File: src/rtl/trp_pkg.sv
// shared types, constants and helpers of the turtle raster plotter
`default_nettype none

package trp_pkg;

	// grid size
	localparam int GRID_ROWS = 32;
	localparam int GRID_COLS = 32;
	localparam int ROW_W = $clog2(GRID_ROWS);
	localparam int COL_W = $clog2(GRID_COLS);
	localparam int OUT_ROWS = (GRID_ROWS < 32) ? GRID_ROWS : 32;

	// item field widths
	localparam int OPCODE_W = 4;
	localparam int STEPS_W = 6;
	localparam int ROW_IDX_W = 5;
	localparam int ROW_BITS_W = 32;

	// width for position and step arithmetic, one spare bit
	localparam int POS_MAX_W = (ROW_W > COL_W) ? ROW_W : COL_W;
	localparam int SPAN_W = ((POS_MAX_W > STEPS_W) ? POS_MAX_W : STEPS_W) + 1;

	// configuration registers
	localparam int CFG_IDX_W = 2;
	localparam int CFG_DATA_W = 5;
	localparam int START_W = 5;
	localparam int HEAD_W = 2;
	localparam logic [CFG_IDX_W-1:0] REG_START_ROW = 2'd0;
	localparam logic [CFG_IDX_W-1:0] REG_START_COL = 2'd1;
	localparam logic [CFG_IDX_W-1:0] REG_START_HEADING = 2'd2;

	// headings
	localparam logic [HEAD_W-1:0] HEAD_NORTH = 2'd0;
	localparam logic [HEAD_W-1:0] HEAD_EAST = 2'd1;
	localparam logic [HEAD_W-1:0] HEAD_SOUTH = 2'd2;
	localparam logic [HEAD_W-1:0] HEAD_WEST = 2'd3;

	localparam logic [START_W-1:0] RST_START_ROW = 5'd0;
	localparam logic [START_W-1:0] RST_START_COL = 5'd0;
	localparam logic [HEAD_W-1:0] RST_START_HEADING = HEAD_SOUTH;

	// opcodes
	localparam logic [OPCODE_W-1:0] OP_PEN_UP = 4'd1;
	localparam logic [OPCODE_W-1:0] OP_PEN_DOWN = 4'd2;
	localparam logic [OPCODE_W-1:0] OP_RIGHT = 4'd3;
	localparam logic [OPCODE_W-1:0] OP_LEFT = 4'd4;
	localparam logic [OPCODE_W-1:0] OP_MOVE = 4'd5;
	localparam logic [OPCODE_W-1:0] OP_DISPLAY = 4'd6;
	localparam logic [OPCODE_W-1:0] OP_END = 4'd9;

	// result kinds
	localparam logic KIND_ROW = 1'b0;
	localparam logic KIND_ERR = 1'b1;

	typedef enum logic [2:0] {
		CMD_PEN_UP,
		CMD_PEN_DOWN,
		CMD_RIGHT,
		CMD_LEFT,
		CMD_MOVE,
		CMD_NOP,
		CMD_END,
		CMD_BAD
	} cmd_kind_t;

	typedef struct packed {
		cmd_kind_t kind;
		logic [STEPS_W-1:0] steps;
	} cmd_t;

	typedef struct packed {
		logic valid;
		cmd_t cmd;
	} q_head_t;

	typedef struct packed {
		logic [START_W-1:0] row;
		logic [START_W-1:0] col;
		logic [HEAD_W-1:0] heading;
	} start_cfg_t;

	typedef struct packed {
		logic en;
		logic [ROW_W-1:0] addr;
	} mem_rd_req_t;

	typedef struct packed {
		logic en;
		logic [ROW_W-1:0] addr;
		logic [GRID_COLS-1:0] data;
	} mem_wr_req_t;

	function automatic logic [ROW_W-1:0] clamp_row(input logic [START_W-1:0] v);
		if (32'(v) >= GRID_ROWS) begin
			return ROW_W'(GRID_ROWS - 1);
		end
		return ROW_W'(v);
	endfunction

	function automatic logic [COL_W-1:0] clamp_col(input logic [START_W-1:0] v);
		if (32'(v) >= GRID_COLS) begin
			return COL_W'(GRID_COLS - 1);
		end
		return COL_W'(v);
	endfunction

endpackage

`default_nettype wire

File: src/rtl/trp_front.sv
// command intake: decode of opcodes and a two-entry command queue
`default_nettype none

module trp_front
	import trp_pkg::*;
(
	input  wire logic                clk,
	input  wire logic                arst_n,
	input  wire logic                cmd_valid,
	output logic                     cmd_stall,
	input  wire logic [OPCODE_W-1:0] opcode,
	input  wire logic [STEPS_W-1:0]  steps,
	input  wire logic                pop,
	output q_head_t                  head
);

	localparam int Q_DEPTH = 2;
	localparam int Q_CNT_W = $clog2(Q_DEPTH + 1);

	cmd_t q_mem_q [Q_DEPTH];
	logic wr_ptr_q;
	logic rd_ptr_q;
	logic [Q_CNT_W-1:0] count_q;
	cmd_t cls;
	logic accept;
	logic push;

	// classify; display and zero-length moves do nothing and are dropped
	always_comb begin
		cls.steps = steps;
		case (opcode)
			OP_PEN_UP:   cls.kind = CMD_PEN_UP;
			OP_PEN_DOWN: cls.kind = CMD_PEN_DOWN;
			OP_RIGHT:    cls.kind = CMD_RIGHT;
			OP_LEFT:     cls.kind = CMD_LEFT;
			OP_MOVE:     cls.kind = (steps == '0) ? CMD_NOP : CMD_MOVE;
			OP_DISPLAY:  cls.kind = CMD_NOP;
			OP_END:      cls.kind = CMD_END;
			default:     cls.kind = CMD_BAD;
		endcase
	end

	assign cmd_stall = (count_q == Q_CNT_W'(Q_DEPTH));
	assign accept = cmd_valid && !cmd_stall;
	assign push = accept && (cls.kind != CMD_NOP);

	assign head.valid = (count_q != '0);
	assign head.cmd = q_mem_q[rd_ptr_q];

	always_ff @(posedge clk or negedge arst_n) begin
		if (!arst_n) begin
			wr_ptr_q <= 1'b0;
			rd_ptr_q <= 1'b0;
			count_q <= '0;
		end else begin
			if (push) begin
				wr_ptr_q <= !wr_ptr_q;
			end
			if (pop) begin
				rd_ptr_q <= !rd_ptr_q;
			end
			count_q <= count_q + Q_CNT_W'(push) - Q_CNT_W'(pop);
		end
	end

	always_ff @(posedge clk) begin
		if (push) begin
			q_mem_q[wr_ptr_q] <= cls;
		end
	end

endmodule

`default_nettype wire

File: src/rtl/trp_grid_mem.sv
// grid row memory with per-row valid bits, registered read
`default_nettype none

module trp_grid_mem
	import trp_pkg::*;
(
	input  wire logic        clk,
	input  wire logic        arst_n,
	input  wire mem_rd_req_t rd_req,
	output logic [GRID_COLS-1:0] rd_data,
	input  wire mem_wr_req_t wr_req
);

	logic [GRID_COLS-1:0] mem [GRID_ROWS];
	logic [GRID_ROWS-1:0] row_valid_q;
	logic [GRID_COLS-1:0] rd_q;
	logic rd_valid_q;

	// rows never written since reset read as blank
	assign rd_data = rd_valid_q ? rd_q : '0;

	always_ff @(posedge clk or negedge arst_n) begin
		if (!arst_n) begin
			row_valid_q <= '0;
			rd_valid_q <= 1'b0;
		end else begin
			if (wr_req.en) begin
				row_valid_q[wr_req.addr] <= 1'b1;
			end
			if (rd_req.en) begin
				rd_valid_q <= row_valid_q[rd_req.addr];
			end
		end
	end

	always_ff @(posedge clk) begin
		if (wr_req.en) begin
			mem[wr_req.addr] <= wr_req.data;
		end
		if (rd_req.en) begin
			rd_q <= mem[rd_req.addr];
		end
	end

endmodule

`default_nettype wire

File: src/rtl/trp_back.sv
// command execution: turtle state, paint sequencer, raster stream and result register
`default_nettype none

module trp_back
	import trp_pkg::*;
(
	input  wire logic                  clk,
	input  wire logic                  arst_n,
	input  wire start_cfg_t            start_cfg,
	input  wire q_head_t               head,
	output logic                       pop,
	output mem_rd_req_t                rd_req,
	input  wire logic [GRID_COLS-1:0]  rd_data,
	output mem_wr_req_t                wr_req,
	output logic                       res_valid,
	input  wire logic                  res_stall,
	output logic                       kind,
	output logic [ROW_IDX_W-1:0]       row_index,
	output logic [ROW_BITS_W-1:0]      row_bits,
	output logic                       last
);

	typedef enum logic [2:0] {
		ST_IDLE,
		ST_PAINT,
		ST_READ,
		ST_EMIT,
		ST_ERR
	} state_t;

	typedef struct packed {
		logic valid;
		logic [ROW_W-1:0] row;
		logic [GRID_COLS-1:0] mask;
		logic pen;
	} paint_t;

	state_t state_q;
	logic [ROW_W-1:0] pos_row_q;
	logic [COL_W-1:0] pos_col_q;
	logic [HEAD_W-1:0] heading_q;
	logic pen_q;
	logic [ROW_W-1:0] cur_q;
	logic [ROW_W-1:0] end_q;
	logic [GRID_COLS-1:0] mask_q;
	paint_t paint_s1;
	logic res_valid_q;
	logic kind_q;
	logic [ROW_IDX_W-1:0] row_index_q;
	logic [ROW_BITS_W-1:0] row_bits_q;
	logic last_q;

	logic out_free;
	logic [SPAN_W-1:0] r_w, c_w, n_w, nm1_w;
	logic [SPAN_W-1:0] lo_w, hi_w, new_row_w, new_col_w;
	logic vert;
	logic [GRID_COLS-1:0] hmask;

	assign out_free = !res_valid_q || !res_stall;
	assign pop = (state_q == ST_IDLE) && head.valid && !paint_s1.valid;

	// move geometry from the current turtle state
	always_comb begin
		r_w = SPAN_W'(pos_row_q);
		c_w = SPAN_W'(pos_col_q);
		n_w = SPAN_W'(head.cmd.steps);
		nm1_w = n_w - SPAN_W'(1);
		vert = 1'b1;
		lo_w = r_w;
		hi_w = r_w;
		new_row_w = r_w;
		new_col_w = c_w;
		case (heading_q)
			HEAD_NORTH: begin
				lo_w = (nm1_w > r_w) ? '0 : r_w - nm1_w;
				new_row_w = (n_w > r_w) ? '0 : r_w - n_w;
			end
			HEAD_SOUTH: begin
				hi_w = (r_w + nm1_w >= SPAN_W'(GRID_ROWS)) ? SPAN_W'(GRID_ROWS - 1)
					: r_w + nm1_w;
				new_row_w = (r_w + n_w >= SPAN_W'(GRID_ROWS)) ? SPAN_W'(GRID_ROWS - 1)
					: r_w + n_w;
			end
			HEAD_EAST: begin
				vert = 1'b0;
				lo_w = c_w;
				hi_w = (c_w + nm1_w >= SPAN_W'(GRID_COLS)) ? SPAN_W'(GRID_COLS - 1)
					: c_w + nm1_w;
				new_col_w = (c_w + n_w >= SPAN_W'(GRID_COLS)) ? SPAN_W'(GRID_COLS - 1)
					: c_w + n_w;
			end
			default: begin
				vert = 1'b0;
				lo_w = (nm1_w > c_w) ? '0 : c_w - nm1_w;
				hi_w = c_w;
				new_col_w = (n_w > c_w) ? '0 : c_w - n_w;
			end
		endcase
		for (int j = 0; j < GRID_COLS; j++) begin
			hmask[j] = (SPAN_W'(j) >= lo_w) && (SPAN_W'(j) <= hi_w);
		end
	end

	// one row read per cycle while painting; the read-modify-write lands in the cycle after the read
	always_comb begin
		rd_req.en = (state_q == ST_PAINT) || (state_q == ST_READ);
		rd_req.addr = cur_q;
		wr_req.en = paint_s1.valid;
		wr_req.addr = paint_s1.row;
		wr_req.data = paint_s1.pen ? (rd_data | paint_s1.mask) : (rd_data & ~paint_s1.mask);
	end

	assign res_valid = res_valid_q;
	assign kind = kind_q;
	assign row_index = row_index_q;
	assign row_bits = row_bits_q;
	assign last = last_q;

	always_ff @(posedge clk or negedge arst_n) begin
		if (!arst_n) begin
			state_q <= ST_IDLE;
			pos_row_q <= clamp_row(RST_START_ROW);
			pos_col_q <= clamp_col(RST_START_COL);
			heading_q <= RST_START_HEADING;
			pen_q <= 1'b0;
			cur_q <= '0;
			end_q <= '0;
			mask_q <= '0;
			paint_s1 <= '0;
			res_valid_q <= 1'b0;
			kind_q <= KIND_ROW;
			row_index_q <= '0;
			row_bits_q <= '0;
			last_q <= 1'b0;
		end else begin
			paint_s1.valid <= 1'b0;
			if (res_valid_q && !res_stall) begin
				res_valid_q <= 1'b0;
			end
			case (state_q)
				ST_IDLE: begin
					if (pop) begin
						case (head.cmd.kind)
							CMD_PEN_UP:   pen_q <= 1'b0;
							CMD_PEN_DOWN: pen_q <= 1'b1;
							CMD_RIGHT:    heading_q <= heading_q + HEAD_W'(1);
							CMD_LEFT:     heading_q <= heading_q - HEAD_W'(1);
							CMD_MOVE: begin
								if (vert) begin
									cur_q <= ROW_W'(lo_w);
									end_q <= ROW_W'(hi_w);
									mask_q <= GRID_COLS'(1) << pos_col_q;
								end else begin
									cur_q <= pos_row_q;
									end_q <= pos_row_q;
									mask_q <= hmask;
								end
								pos_row_q <= ROW_W'(new_row_w);
								pos_col_q <= COL_W'(new_col_w);
								state_q <= ST_PAINT;
							end
							CMD_END: begin
								cur_q <= '0;
								end_q <= ROW_W'(OUT_ROWS - 1);
								state_q <= ST_READ;
							end
							CMD_BAD: state_q <= ST_ERR;
							default: ;
						endcase
					end
				end
				ST_PAINT: begin
					paint_s1.valid <= 1'b1;
					paint_s1.row <= cur_q;
					paint_s1.mask <= mask_q;
					paint_s1.pen <= pen_q;
					if (cur_q == end_q) begin
						state_q <= ST_IDLE;
					end else begin
						cur_q <= cur_q + ROW_W'(1);
					end
				end
				ST_READ: begin
					state_q <= ST_EMIT;
				end
				ST_EMIT: begin
					if (out_free) begin
						res_valid_q <= 1'b1;
						kind_q <= KIND_ROW;
						row_index_q <= ROW_IDX_W'(cur_q);
						row_bits_q <= ROW_BITS_W'(rd_data);
						last_q <= (cur_q == end_q);
						if (cur_q == end_q) begin
							pos_row_q <= clamp_row(start_cfg.row);
							pos_col_q <= clamp_col(start_cfg.col);
							heading_q <= start_cfg.heading;
							state_q <= ST_IDLE;
						end else begin
							cur_q <= cur_q + ROW_W'(1);
							state_q <= ST_READ;
						end
					end
				end
				ST_ERR: begin
					if (out_free) begin
						res_valid_q <= 1'b1;
						kind_q <= KIND_ERR;
						row_index_q <= '0;
						row_bits_q <= '0;
						last_q <= 1'b1;
						pos_row_q <= clamp_row(start_cfg.row);
						pos_col_q <= clamp_col(start_cfg.col);
						heading_q <= start_cfg.heading;
						state_q <= ST_IDLE;
					end
				end
				default: state_q <= ST_IDLE;
			endcase
		end
	end

endmodule

`default_nettype wire

File: src/rtl/turtle_raster_plotter.sv
// top level of the turtle raster plotter: config registers, front, back and grid memory
//
// channel   dir  handshake              payload
// cmd       in   cmd_valid / cmd_stall  opcode, steps
// res       out  res_valid / res_stall  kind, row_index, row_bits, last
// cfg       in   cfg_we                 cfg_index, cfg_data
//
// the front takes one command a cycle while its two-entry queue has room; display and
//   zero-length moves are dropped there and never reach the back
// back: pen and turn set turtle state; a move reads and rewrites each painted row
//   (one row east or west, up to one per grid row north or south)
// end reads each output row through the single grid read port and sends it out
// reset clears the grid through per-row valid bits at once, no clearing pass
// a stalled result holds in the output register; the queue keeps taking commands

`default_nettype none

module turtle_raster_plotter
	import trp_pkg::*;
(
	input  wire logic                  clk,
	input  wire logic                  arst_n,
	input  wire logic                  cmd_valid,
	output logic                       cmd_stall,
	input  wire logic [OPCODE_W-1:0]   opcode,
	input  wire logic [STEPS_W-1:0]    steps,
	output logic                       res_valid,
	input  wire logic                  res_stall,
	output logic                       kind,
	output logic [ROW_IDX_W-1:0]       row_index,
	output logic [ROW_BITS_W-1:0]      row_bits,
	output logic                       last,
	input  wire logic                  cfg_we,
	input  wire logic [CFG_IDX_W-1:0]  cfg_index,
	input  wire logic [CFG_DATA_W-1:0] cfg_data
);

	start_cfg_t start_cfg_q;
	q_head_t q_head;
	logic pop;
	mem_rd_req_t rd_req;
	mem_wr_req_t wr_req;
	logic [GRID_COLS-1:0] rd_data;

	// start registers; they take effect at the next end or bad command
	always_ff @(posedge clk or negedge arst_n) begin
		if (!arst_n) begin
			start_cfg_q.row <= RST_START_ROW;
			start_cfg_q.col <= RST_START_COL;
			start_cfg_q.heading <= RST_START_HEADING;
		end else if (cfg_we) begin
			case (cfg_index)
				REG_START_ROW:     start_cfg_q.row <= cfg_data[START_W-1:0];
				REG_START_COL:     start_cfg_q.col <= cfg_data[START_W-1:0];
				REG_START_HEADING: start_cfg_q.heading <= cfg_data[HEAD_W-1:0];
				default: ;
			endcase
		end
	end

	// decode and queue
	trp_front u_front (
		.clk       (clk),
		.arst_n    (arst_n),
		.cmd_valid (cmd_valid),
		.cmd_stall (cmd_stall),
		.opcode    (opcode),
		.steps     (steps),
		.pop       (pop),
		.head      (q_head)
	);

	// grid rows
	trp_grid_mem u_grid (
		.clk     (clk),
		.arst_n  (arst_n),
		.rd_req  (rd_req),
		.rd_data (rd_data),
		.wr_req  (wr_req)
	);

	// execution and result register
	trp_back u_back (
		.clk       (clk),
		.arst_n    (arst_n),
		.start_cfg (start_cfg_q),
		.head      (q_head),
		.pop       (pop),
		.rd_req    (rd_req),
		.rd_data   (rd_data),
		.wr_req    (wr_req),
		.res_valid (res_valid),
		.res_stall (res_stall),
		.kind      (kind),
		.row_index (row_index),
		.row_bits  (row_bits),
		.last      (last)
	);

	// the back only pulls a queued command
	a_pop_has_item: assert property (@(posedge clk) disable iff (!arst_n)
		pop |-> q_head.valid)
		else $error("command popped from an empty queue");

	// a paint write never collides with a read of the same row
	a_no_row_clash: assert property (@(posedge clk) disable iff (!arst_n)
		(rd_req.en && wr_req.en) |-> (rd_req.addr != wr_req.addr))
		else $error("grid read and write hit the same row");

	// a pending paint write blocks the next command
	a_drain_before_pop: assert property (@(posedge clk) disable iff (!arst_n)
		wr_req.en |-> !pop)
		else $error("command taken while a paint write is pending");

	// error results are a single blank final item
	a_err_shape: assert property (@(posedge clk) disable iff (!arst_n)
		(res_valid && (kind == KIND_ERR)) |-> (last && (row_index == '0) && (row_bits == '0)))
		else $error("malformed error result");

endmodule

`default_nettype wire

File: config.mk
export PLATFORM = sky130hd
export DESIGN_NAME = turtle_raster_plotter
export DESIGN_NICKNAME = d
export VERILOG_FILES = /design/src/rtl/trp_pkg.sv /design/src/rtl/trp_front.sv /design/src/rtl/trp_grid_mem.sv /design/src/rtl/trp_back.sv /design/src/rtl/turtle_raster_plotter.sv
export SDC_FILE = /design/constraint.sdc
export NUM_CORES = 2
export LEC_CHECK = 0
export BUFFER_PORTS_ARGS = -buffer_cell sky130_fd_sc_hd__clkbuf_2
export CAP_MARGIN = 25
export CORE_ASPECT_RATIO = 1.75
export CORE_MARGIN = 2
export CORE_UTILIZATION = 45
export CTS_CLUSTER_SIZE = 14
export DETAILED_ROUTE_END_ITERATION = 10
export GPL_TIMING_DRIVEN = 0
export PLACE_DENSITY = 0.64
export SLEW_MARGIN = 25
export SYNTH_ARGS = -nofsm -noshare
export SYNTH_HDL_FRONTEND = slang
export SYNTH_HIERARCHICAL = 1
export SYNTH_SLANG_ARGS = --single-unit
File: constraint.sdc
create_clock -name clk -period 5.75 [get_ports clk]
set_input_delay 0.575 -clock clk [delete_from_list [all_inputs] [get_ports clk]]
set_output_delay 0.575 -clock clk [all_outputs]
set_load 0.01 [all_outputs]
# Yosys cells after proc, flatten, opt, wreduce, memory -nomap -nowiden
# Memory sizes are Yosys's and may differ from the RTL's. A register that Yosys moved wholly into a read port is not among the register bits.
# Cells that the tools add are included.
[word_totals] register_bits=186 ramBits=1042 input_bits=22 output_inout_bits=41 mem_count=2
[mem_list] name="u_grid.mem" words=32 width=32 read_ports=1 rd_clocked_by_memory_dff=1 write_ports=1 line="trp_grid_mem.sv:14" source="logic [GRID_COLS-1:0] mem [GRID_ROWS];"
[mem_list] name="u_front.q_mem_q" words=2 width=9 read_ports=1 rd_clocked_by_memory_dff=0 write_ports=1 line="trp_front.sv:20" source="cmd_t q_mem_q [Q_DEPTH];"
[op_classes] n_addsub=14 magnitude_cmp=75 eq_ne=35 n_shift=1 mux=75 bitwise_logic=4 reduce_logical=71
[op_table] op="$mux W32" count=5
[op_table] op="$ge A5 B7 Y1 const A" count=16
[op_table] op="$le A5 B7 Y1 const A" count=16
[op_table] op="$mux W5" count=21
[op_table] op="$or A32 B32 Y32" count=2
[op_table] op="$pmux W32 S2" count=1
[op_table] op="$ge A4 B7 Y1 const A" count=8
[op_table] op="$le A4 B7 Y1 const A" count=8
[op_table] op="$pmux W5 S2" count=5
[op_table] op="$pmux W5 S3" count=3
[op_table] op="$pmux W7 S3" count=2
[op_table] op="$mux W39" count=1
[op_table] op="$logic_and A1 B1 Y1" count=38
[op_table] op="$and A32 B32 Y32" count=1
[op_table] op="$not A32 Y32" count=1
[op_table] op="$shl A1 B5 Y32 const A" count=1
[op_table] op="$ge A3 B7 Y1 const A" count=4
[op_table] op="$ge A7 B6 Y1 const B" count=4
[op_table] op="$le A3 B7 Y1 const A" count=4
[op_table] op="$mux W7" count=4
[op_table] op="$pmux W3 S7" count=1
[op_table] op="$pmux W3 S5" count=1
[op_table] op="$add A5 B6 Y7" count=2
[op_table] op="$add A5 B7 Y7" count=2
[op_table] op="53 further kinds" count=124

# Longest topological paths before layout
# An unclocked memory read counts as a cell.
[depth] ltp_word=9 ltp_mapped=18 depth_no_buf=15

# Cells and area by module
# Netlist, hierarchy kept.
[by_module_without_submodules] module="trp_grid_mem" instances=1 cells_each=1672 area_each_um2=41411.0 seq_area_each_um2=32536.2
[by_module_without_submodules] module="trp_back" instances=1 cells_each=999 area_each_um2=9230.1 seq_area_each_um2=3429.5
[by_module_without_submodules] module="trp_front" instances=1 cells_each=63 area_each_um2=977.2 seq_area_each_um2=640.6
[by_module_without_submodules] module="turtle_raster_plotter" instances=1 cells_each=27 area_each_um2=470.5 seq_area_each_um2=301.5

# Least setup slack after synthesis
# OpenSTA, ideal clock, no wires.
[synth_timing] kind="flip-flop to flip-flop" startpoint="register u_front.rd_ptr_q" endpoint="register u_back.mask_q[3]" setup_time_ns=0.136 arrival_time_ns=4.331 required_time_ns=5.614 path_slack_ns=1.283 path_stages_with_launch=18 path_buffers=2 synth_period_minus_slack_ns=4.467 path_cell_list="dfrtp_1 buf_2 mux2_2 inv_1 ha_1 and3_1 xor2_1 ha_1 and3_1 a221oi_1 a21oi_1 o41ai_4 a31oi_1 o32a_1 buf_6 or3_4 o211ai_2 o311ai_1"
[synth_rtl] element="start: declaration" line="trp_front.sv:22" source="logic rd_ptr_q;"
[synth_rtl] element="start signal: assignment" line="trp_front.sv:60" source="rd_ptr_q <= !rd_ptr_q;"
[synth_rtl] element="end signal: assignment" line="trp_back.sv:152" source="mask_q <= GRID_COLS'(1) << pos_col_q;"
[synth_rtl] element="end signal: assignment" line="trp_back.sv:156" source="mask_q <= hmask;"
[synth_rtl] element="end: declaration" line="trp_back.sv:45" source="logic [GRID_COLS-1:0] mask_q;"

==> run summary <==
Critical Path Sink Type -> flip-flop
Chip Height -> 454 µm
Final Hold Slack -> 70.7 ps
Switching Fraction -> 36.6%
Vias/cell -> 6.17
Post-synth EDFFs -> 1074
Internal Power -> 21.4 mW
fill cell count -> 9022
Seq pwr share -> 39.5%
Max Slew Vio Count -> 0
CTS sink count -> 1260
Final Instance Area -> 0.0598 mm²
via count -> 28300
Cell Area, Placed -> 0.0564 mm²
Syn Inst Count -> 2761
final cycle utilization of the critical path -> 94.0%
GRT Residual Overflow -> 0
most frequent cells in the layout -> edfxtp_1, mux4_2, dfrtp_1
clock slew at reported path FFs -> 70 ps
CP arrival -> 6010 ps
top-area cell type share of the netlist area -> 61.9%
port bufs -> 62
Worst Hold Class -> primary input to flip-flop
FFs w/ async S/R, synth -> 14.8%
max_slew headroom -> 27.9%
Tightest Pin Transition -> 1080 ps
Switching Power -> 12.4 mW
largest net degree at the start of global routing -> 86
initial drt markers -> 3142
Startpoint Class -> flip-flop
endpoints failing hold -> 0
RSZ-0062 raised after global routing -> false
WL/cell -> 33.7 µm
area of the multi-input gates -> 0.0146 mm²
clock share of power -> 21.1%
PwrDens -> 565 mW/mm²
Clock Tree Root -> clkbuf_16
Starting Density -> 45.2%
first-pass GRT wire length -> 218 mm
run status -> finished, final reports clean
power consumption -> 33.8 mW
Setup TNS Final -> 0 ps
Antenna Cells -> 0
leakage -> 20.2 nW
Final #Nets -> 3095
Die Wd -> 261 µm
die area -> 0.119 mm²
# IOs -> 63
Antenna Nets Post-Route -> 0
Area contributors post-synth -> edfxtp_1, mux4_2, dfrtp_1
layout cells sized above 1 -> 28.3%
CTS tree -> yes
initial antenna violation count -> 1
CP Max Fanout -> 10
share of the yosys chip area belonging to registers -> 70.9%
Post-Route WL -> 155 mm
#FFs+latches synth -> 1260
post-route worst setup slack -> 343 ps
Final Skew -> 36.3 ps
pre-CTS WS -> -247 ps
DR pass1 iterations -> 7
Seq. cell area -> 0.0369 mm²
yosys warns -> 6
total core area -> 0.115 mm²
post-synthesis average cell area -> 18.9 µm²
Clock Tree Buf Depth -> 3
Layout Area Growth over Synthesis -> 14.8%
Residual DRC -> 0
GP Congestion -> 0.984
Min Clock Period, post-route -> 5410 ps
H-tree level count -> 3
most common cell after layout, fill and taps aside -> edfxtp_1
DP HPWL -> 111 mm
Max Fclk -> 185 MHz
Max-Cap Viols -> 0
Netlist cell types -> 79
Mapped Nets -> 2849
total CTS buffers -> 109
overall routing resource usage -> 26.5%
Core Rows -> 165
VDD IR-drop max -> 294 µV
WS Path Type -> flip-flop to flip-flop
Main synth FF type -> edfxtp_1
largest area contributor in the netlist -> edfxtp_1
Logic pwr share -> 39.4%
Post-Synthesis Cell Area -> 0.0521 mm²
later-pin clock latency in the skew report -> 740 ps
vias in the first global route -> 29600
final setup fails -> 0
Worst EP required -> 6350 ps
==> registers in the layout, indices dropped and copies added, names as in the netlist, 2 cells and up <==
| signal | flops |
|---|---|
| u_back/cur_q | 5 |
| start_cfg_q | 12 |
| u_grid/rd_q | 32 |
| u_back/wr_req | 6 |
| u_front/q_mem_q | 18 |
| u_grid/mem | 1024 |
| u_back/row_index | 5 |
| u_back/state_q | 3 |
| u_back/pos_col_q | 5 |
| u_back/paint_s1 | 33 |
| u_front/count_q | 2 |
| u_back/row_bits | 32 |
| u_back/heading_q | 2 |
| u_back/mask_q | 32 |
| u_back/pos_row_q | 5 |
| u_back/end_q | 5 |
| u_grid/row_valid_q | 32 |
==> worst max-delay path: stages, from the launching register on <==
cell and delay, ps:
dfrtp_1 310, buf_2 250, mux2_2 500, inv_1 290, ha_2 330, xor2_1 380, ha_1 310, clkbuf_1 210
nor3_1 310, nor3_1 100, xnor2_1 140, o31ai_1 610, nand2b_1 360, o21bai_1 470, a21oi_1 260, a221oi_1 340
nor2_1 80
==> power by group through the flow <==
stage / registers [mW] / logic [mW] / clock network (mW)
finish: 13.3 / 13.3 / 7.13
global route: 13.4 / 14.0 / 7.56
CTS: 13.3 / 13.2 / 7.24
detailed placement: 13.5 / 13.1 / 0
global placement: 13.5 / 12.5 / 0
floorplan: 13.2 / 8.30 / 0
==> repair_timing <==
| action | in CTS | in global routing |
|---|---|---|
| gates cloned | 0 | 0 |
| gates resized for setup | 1 | 10 |
| buffers inserted | 0 | 3 |
| pin swaps | 0 | 1 |
| setup endpoints to repair | 13 | 20 |
| hold buffers | 1 | 0 |
| endpoints found under the hold margin | 22 | 0 |
==> synthesized netlist by cell type, types with 23 or more instances <==
cell / instances
edfxtp_1: 1074
mux4_2: 320
dfrtp_1: 184
mux2_2: 124
nor2_1: 113
clkbuf_1: 94
nand2_1: 92
a21oi_1: 76
o21ai_0: 66
ha_1: 58
inv_1: 55
and2_1: 42
a22o_1: 40
or2_2: 37
buf_2: 29
mux2i_1: 24
nand3_1: 23
==> layer usage <==
| metal | vias to the layer above | share of wire [%] | track usage, % |
|---|---|---|---|
| li1 | 11600 | - | - |
| met2 | 1306 | 56 | 49.6 |
| met4 | 0 | 5.6 | 13.3 |
| met3 | 361 | 5.9 | 3.97 |
| met5 | - | 0 | 0 |
| met1 | 15000 | 33 | 28.8 |
==> final cells by class <==
class | count | share of cell area (%)
clock inverter | 35 | 0.540
tap | 1503 | 3.14
inverter | 55 | 0.351
timing repair buffer | 135 | 3.59
clock buffer | 159 | 5.08
buffer | 146 | 1.15
sequential | 1260 | 61.7
multi-input combinational | 1300 | 24.4
==> cells by family after synthesis <==
family                   count (synthesis)  share of synthesized area (%)
AO/OA/AOI/OAI                          328                           4.31
multiplexers                           468                           17.0
buffers and inverters                  201                           1.69
flip-flops                            1260                           70.9
AND/OR/NAND/NOR                        406                           3.92
adder cells (fa/ha/maj)                 66                           1.70
XOR/XNOR                                32                          0.538
==> stage by stage <==
| step | util (%) | instances |
|---|---|---|
| 3_3_place_gp | 47.1 | 4326 |
| 4_1_cts | 51.8 | 4590 |
| 6_report | 51.9 | 4593 |
| 2_1_floorplan | - | 2761 |
| 3_5_place_dp | 48.9 | 4395 |
| 5_1_grt | 51.9 | 4593 |
==> worst paths after layout <==
kind	from	endpoint	slack, ps	depth (start not counted)
hold / removal	steps[5]	u_front/q_mem_q[1][5]	70	1
min in group asynchronous	arst_n	u_back/pos_col_q[4]	290	2
setup / recovery	u_front/rd_ptr_q	u_back/mask_q[26]	340	16
max in group asynchronous	arst_n	start_cfg_q[1]	4260	4
setup reg to reg	u_front/rd_ptr_q	u_back/mask_q[26]	340	16
hold reg to reg	u_grid/row_valid_q[1]	u_grid/row_valid_q[1]	470	1
Power figures use the tool's default switching activity.
